### config.mk
export PLATFORM = sky130hd
export DESIGN_NAME = tlpm_ctrl
export DESIGN_NICKNAME = d
export VERILOG_FILES = /design/src/rtl/tlpm_pkg.sv /design/src/rtl/tlpm_ctrl.sv
export SDC_FILE = /design/constraint.sdc
export NUM_CORES = 1
export LEC_CHECK = 0
export BUFFER_PORTS_ARGS = -buffer_cell sky130_fd_sc_hd__buf_2
export CAP_MARGIN = 15
export CORE_AREA = 2 2 39 41
export CTS_BUF_LIST = sky130_fd_sc_hd__clkbuf_16
export CTS_CLUSTER_DIAMETER = 100
export DETAILED_ROUTE_END_ITERATION = 7
export DIE_AREA = 0 0 41 43
export GPL_ROUTABILITY_DRIVEN = 1
export PLACE_DENSITY = 0.72
export SYNTH_ARGS = -nofsm -noshare
export SYNTH_HDL_FRONTEND = slang
export SYNTH_SLANG_ARGS = --single-unit
export TNS_END_PERCENT = 30
### constraint.sdc
create_clock -name clock -period 1.85 [get_ports clock]
set_input_delay 0.37 -clock clock [delete_from_list [all_inputs] [get_ports clock]]
set_output_delay 0.37 -clock clock [all_outputs]
set_load 0.01 [all_outputs]
### src/rtl/tlpm_pkg.sv
`timescale 1ns / 1ps
// ----------------------------------------------------------------------------
// tlpm_pkg
// Shared types and constants of the two-level page map core.
// ----------------------------------------------------------------------------
package tlpm_pkg;
   localparam int NumFrames     = 256;
   localparam int WordsPerFrame = 1024;
   localparam int FrameW        = $clog2(NumFrames);
   localparam int FrameCntW     = FrameW + 1;
   localparam int WordAddrW     = FrameW + 10;
   localparam int StoreWords    = NumFrames * WordsPerFrame;

   localparam logic [31:0] PageMask = 32'hffff_f000;
   localparam logic [31:0] OfsMask  = 32'h0000_0fff;
   localparam logic [31:0] ValidBit = 32'h0000_0001;

   typedef enum logic [2:0] {
      OP_TRANSLATE = 3'd0,
      OP_MAP       = 3'd1,
      OP_UNMAP     = 3'd2,
      OP_ALLOC     = 3'd3,
      OP_FREE      = 3'd4
   } op_type;

   typedef enum logic [1:0] {
      ST_OK       = 2'd0,
      ST_NO_FRAME = 2'd1,
      ST_NO_TABLE = 2'd2,
      ST_OUTSIDE  = 2'd3
   } status_type;

   typedef enum logic [1:0] {
      CSR_ROOT  = 2'd0,
      CSR_BASE  = 2'd1,
      CSR_FIRST = 2'd2
   } csr_type;

   typedef enum logic [3:0] {
      S_CLEAR, S_IDLE, S_DIR_RD, S_DIR_CHK, S_SEARCH, S_TAB_RD, S_TAB_CHK,
      S_DONE
   } state_type;

   // controller -> datapath
   typedef struct packed {
      logic clr_step;    // write zero at clear pointer
      logic load;        // capture request
      logic dir_rd;      // issue directory read
      logic tab_rd;      // issue table read
      logic search_start;
      logic search_step;
      logic commit_new;  // write new directory entry, mark frame
      logic alloc_done;  // record alloc result, mark frame
      logic tab_wr;      // write table entry per op
      logic free_do;
      logic set_status;
      status_type status;
      logic respond;
   } cmd_type;

   // datapath -> controller
   typedef struct packed {
      logic       clr_last;
      logic       root_bad;
      logic       dir_empty;
      logic       tab_bad;
      logic       search_found;
      logic       search_end;
      op_type     op;
   } stat_type;
endpackage

### src/rtl/tlpm_ctrl.sv
`timescale 1ns / 1ps
// ----------------------------------------------------------------------------
// tlpm_ctrl
// Sequencer for store clear, table walk and frame search.
// ----------------------------------------------------------------------------
module tlpm_ctrl (
   input  logic               clock,
   input  logic               reset,
   input  logic               start,
   output logic               busy,
   input  tlpm_pkg::stat_type stat,
   output tlpm_pkg::cmd_type  cmd
);
   tlpm_pkg::state_type state_ff, state_in;
   logic alloc_ff, alloc_in;   // search is for explicit alloc op

   always_ff @(posedge clock) begin
      if (reset) begin
         state_ff <= tlpm_pkg::S_CLEAR;
         alloc_ff <= 1'b0;
      end else begin
         state_ff <= state_in;
         alloc_ff <= alloc_in;
      end
   end

   always_comb begin
      state_in = state_ff;
      alloc_in = alloc_ff;
      cmd      = '0;
      busy     = 1'b1;
      unique case (state_ff)
         tlpm_pkg::S_CLEAR: begin
            cmd.clr_step = 1'b1;
            if (stat.clr_last) state_in = tlpm_pkg::S_IDLE;
         end
         tlpm_pkg::S_IDLE: begin
            busy = 1'b0;
            if (start) begin
               cmd.load = 1'b1;
               state_in = tlpm_pkg::S_DIR_RD;
            end
         end
         tlpm_pkg::S_DIR_RD: begin
            cmd.set_status = 1'b1;
            cmd.status     = tlpm_pkg::ST_OK;
            unique case (stat.op)
               tlpm_pkg::OP_TRANSLATE, tlpm_pkg::OP_MAP, tlpm_pkg::OP_UNMAP: begin
                  if (stat.root_bad) begin
                     cmd.status = tlpm_pkg::ST_OUTSIDE;
                     state_in   = tlpm_pkg::S_DONE;
                  end else begin
                     cmd.dir_rd = 1'b1;
                     state_in   = tlpm_pkg::S_DIR_CHK;
                  end
               end
               tlpm_pkg::OP_ALLOC: begin
                  cmd.search_start = 1'b1;
                  alloc_in = 1'b1;
                  state_in = tlpm_pkg::S_SEARCH;
               end
               tlpm_pkg::OP_FREE: begin
                  cmd.free_do = 1'b1;
                  state_in = tlpm_pkg::S_DONE;
               end
               default: state_in = tlpm_pkg::S_DONE;
            endcase
         end
         tlpm_pkg::S_DIR_CHK: begin
            if (stat.dir_empty) begin
               if (stat.op == tlpm_pkg::OP_MAP) begin
                  cmd.search_start = 1'b1;
                  alloc_in = 1'b0;
                  state_in = tlpm_pkg::S_SEARCH;
               end else begin
                  cmd.set_status = 1'b1;
                  cmd.status     = tlpm_pkg::ST_NO_TABLE;
                  state_in       = tlpm_pkg::S_DONE;
               end
            end else begin
               state_in = tlpm_pkg::S_TAB_RD;
            end
         end
         tlpm_pkg::S_SEARCH: begin
            if (stat.search_found) begin
               if (alloc_ff) begin
                  cmd.alloc_done = 1'b1;
                  state_in = tlpm_pkg::S_DONE;
               end else begin
                  cmd.commit_new = 1'b1;
                  state_in = tlpm_pkg::S_TAB_RD;
               end
            end else if (stat.search_end) begin
               cmd.set_status = 1'b1;
               cmd.status     = tlpm_pkg::ST_NO_FRAME;
               state_in       = tlpm_pkg::S_DONE;
            end else begin
               cmd.search_step = 1'b1;
            end
         end
         tlpm_pkg::S_TAB_RD: begin
            if (stat.tab_bad) begin
               cmd.set_status = 1'b1;
               cmd.status     = tlpm_pkg::ST_OUTSIDE;
               state_in       = tlpm_pkg::S_DONE;
            end else begin
               cmd.tab_rd = 1'b1;
               state_in   = tlpm_pkg::S_TAB_CHK;
            end
         end
         tlpm_pkg::S_TAB_CHK: begin
            cmd.tab_wr = 1'b1;
            state_in   = tlpm_pkg::S_DONE;
         end
         tlpm_pkg::S_DONE: begin
            cmd.respond = 1'b1;
            state_in    = tlpm_pkg::S_IDLE;
         end
         default: state_in = tlpm_pkg::S_IDLE;
      endcase
   end
endmodule

Word-level counts from Yosys, hierarchy flattened
Cells that the tools add are included.

word-level totals
  bits in registers = 5
  bits of input ports = 12
  output and inout port bits = 15

operators by class
  equality and inequality tests = 17
  mux-type cells = 46
  reductions and logical operators = 6

operators with widths
  kind                                            count
  one-hot mux 4 bit (7 select lines)              1
  2-to-1 mux 1 bit                                24
  2-to-1 mux 3 bit                                7
  == test 4 x 3 -> 1 bit (second input constant)  4
  2-to-1 mux 4 bit                                4
  2-to-1 mux 2 bit                                6
  one-hot mux 3 bit (4 select lines)              1
  == test 4 x 2 -> 1 bit (second input constant)  2
  != test 2 bit (second input constant)           4
  == test 3 x 2 -> 1 bit (second input constant)  2
  one-hot mux 3 bit (2 select lines)              1
  == test 4 x 1 -> 1 bit (second input constant)  1
  zero test 4 bit                                 1
  one-hot mux 1 bit (2 select lines)              2
  AND reduction 4 bit                             1
  == test 3 x 1 -> 1 bit (second input constant)  1
  == test 3 bit (second input constant)           1
  zero test 3 bit                                 1
  != test 3 bit (second input constant)           1
  AND reduction 3 bit                             1
  OR reduction 3 bit                              1
  != test 2 x 1 -> 1 bit (second input constant)  1
  nonzero test 2 bit                              1

Longest topological paths before layout
  depth in word-level cells = 4
  depth in mapped cells = 5
  mapped depth without buffers = 3

Worst setup path after synthesis
OpenSTA, ideal clock, no wires.

  path kind = reg-to-output
  start = register state_ff[2]
  end = output cmd[4] (netlist name)
  data arrival time = 1.183 ns
  data required time = 1.480 ns
  setup slack = 0.297 ns
  stages on the path, launching flop included = 5
  cells stage by stage = dfxtp_1 buf_2 nor2_2 nand2_1 nor4b_1

RTL lines
  element                   line             RTL
  start: declaration        tlpm_ctrl.sv:14  tlpm_pkg::state_type state_ff, state_in;
  start signal: assignment  tlpm_ctrl.sv:19  state_ff <= tlpm_pkg::S_CLEAR;
  start signal: assignment  tlpm_ctrl.sv:22  state_ff <= state_in;
  end: declaration          tlpm_ctrl.sv:12  output tlpm_pkg::cmd_type cmd

==> impl_metrics.tcl <==
set metrics [dict create \
    rsz0062_at_grt "no" \
    yosys.area_share.simple 0.420 \
    drtIter0Drc 12 \
    start_kind "register" \
    gr-usage-met1 0.208 \
    finClkSkew_ns 0.00299 \
    dp_slack_ns 0.119 \
    period_needed_ns 1.76 \
    cp_slowest_stage_delay_ns 0.37 \
    path_cells "or3b_1 > a211o_1 > nand3_1 > buf_2" \
    setup_ws_ns 0.0873 \
    yosysWarnings 0 \
    n_antenna_cell 0 \
    hold_viol 0 \
    die_width_um 41 \
    finalCritPeriodShare 0.953 \
    fin_setup_tns_ns 0 \
    drt_pass1_iterations 6 \
    finalSetupViolCount 0 \
    clockRootBuffer "clkbuf_16" \
    fin_worst_hold_slack_ns 0.338 \
    path_buf_inv 1 \
    wl_um 1400 \
    drv_slew 0 \
    synth-edff-count 0 \
    wl_per_cell_um 12.3 \
    ys.flop_type "dfxtp_1" \
    synth_seq_cells 4 \
    post-place-cells 111 \
    core_region_area_um2 1380 \
    reg2reg_depth 4 \
    grt_pass1_vias 594 \
    io_buffers 26 \
    syn_area_per_cell_um2 7.00 \
    ff_latch_area_um2 82.6 \
    critPathMaxFanout 5 \
    io_pins 27 \
    grt.overflow.total 0 \
    synthDistinctLibCells 31 \
    critPathKind "register to output port" \
    clock_latency_ns 0.23 \
    p_leak_nw 0.352 \
    cts_made_buffers 3 \
    slew_headroom 0.733 \
    cts_sinks 4 \
    clk_pin_slew_worst_paths_ns 0.03 \
    num_vias 653 \
    drive_gt1_frac 0.408 \
    fin_cells 114 \
    multi_input_area_um2 347 \
    antenna_found_initial 0 \
    arrival_ns 1.39 \
    fill_cells 134 \
    gp_congestion 0.769 \
    hold_class "input port to register" \
    top_usage_layer "met2" \
    drc 0 \
    critPathRequiredTime_ns 1.48 \
    gr-usage-met3 0.0471 \
    dp.final_hpwl_um 1050 \
    fin_total_pwr_uw 538 \
    reg2reg_to "state_ff[1]" \
    max_freq_ghz 0.567 \
    crit_slowest_cell "or3b_1" \
    die_y_um 43 \
    clock_path_buffers 2 \
    path_depth 4 \
    worstSetupStartpoint "state_ff[0]" \
    ys_seq_area_frac 0.166 \
    power_density_nw_per_um2 749 \
    worstMarginPinSlew_ns 0.390 \
    drv_cap 0 \
    area_growth_pct 48.7 \
    grt_use_total 0.194 \
    use_met2 0.303 \
    cts_hold_buf 0 \
    final_cell_mix "buf_2 (26), inv_1 (6), nor2_1 (6)" \
    grt_pass1_wl_um 2290 \
    cts_tree "built" \
    synth_nets 81 \
    grt_max_degree 13 \
    regToRegSetupSlack_ns 0.41 \
    die-area_um2 1760 \
    initial_core_util 0.349 \
    worst_setup_path_end_kind "output port" \
    row_count 14 \
    synth_cells 69 \
    synth_top_family_by_area "simple AND/OR/NAND/NOR gates" \
    muxShareOfSynthArea 0 \
    layout_commonest_cell "buf_2" \
    r2r-start "state_ff[1]" \
    synth-compound-area-share 0.285 \
    synthArstFlopShare 0 \
    status "complete, no violations" \
    via_per_inst 5.73 \
    nets 112 \
    crit_end "cmd[3]" \
    synth_xor_area_frac 0 \
    synth_area_um2 483 \
    htreeDepth 1 \
    crit_family "simple AND/OR/NAND/NOR gates" \
    synth_fa_ha_area_frac 0 \
    vdd_drop_max_mv 0.388 \
    antenna_left 0 \
]
## area by class of cell
type,instances,area share
repair buffers,31,0.233
flip-flops and latches,4,0.115
inverters,7,0.0366
multi-input cells,53,0.483
well taps,16,0.0279
clock buffers,3,0.105
## power by group
group | switching [mW] | internal (mW)
logic | 0.0537 | 0.0454
clock network | 0.0655 | 0.277
registers | 0.00574 | 0.0910
## sequential cells by signal (all words and copies together), names as in the netlist
| register | flops |
|---|---|
| state_ff | 3 |
| alloc_ff | 1 |
## Yosys cell counts (all sizes together) (2+ instances only)
cell type | instances | share of area
a31oi | 2 | 0.026
nor2 | 7 | 0.060
or3b | 2 | 0.036
nand2 | 4 | 0.031
o21ai | 3 | 0.031
nor3 | 4 | 0.041
nand3b | 3 | 0.047
nand2b | 2 | 0.026
nand3 | 4 | 0.041
a211o | 3 | 0.054
inv | 7 | 0.054
buf | 5 | 0.075
a21oi | 5 | 0.052
dfxtp | 4 | 0.17
nor4b | 2 | 0.036
## per-layer routing
metal,part of all wire,wire length [um]
met1,0.40,555
met2,0.51,711
met3,0.065,91
met4,0.028,39
met5,0,0
## kinds of logic after synthesis
| group | count (synthesis) |
|---|---|
| AND/OR/NAND/NOR | 34 |
| AO/OA/AOI/OAI | 19 |
| buffers and inverters | 12 |
| flip-flops | 4 |
## worst min path at each step
stage | start | endpoint | depth (start not counted)
final | reset | state_ff[0] | 2
after global placement | reset | state_ff[0] | 2
after global routing | reset | state_ff[0] | 2
after CTS | reset | state_ff[0] | 2
after detailed placement | reset | state_ff[0] | 2
after floorplan | reset | state_ff[0] | 1
## timing repair
item / 4_1_cts / 5_1_grt
endpoints found under the setup margin: 0 / 8
gates resized for setup: 0 / 3
setup buffers: 0 / 0
## per-stage QoR
stage	area, um2	utilization
2_1_floorplan	483	-
3_3_place_gp	634	0.458
3_5_place_dp	634	0.458
4_1_cts	709	0.513
5_1_grt	718	0.519
6_report	718	0.519
No activity file was read; power rests on OpenSTA's default activity.
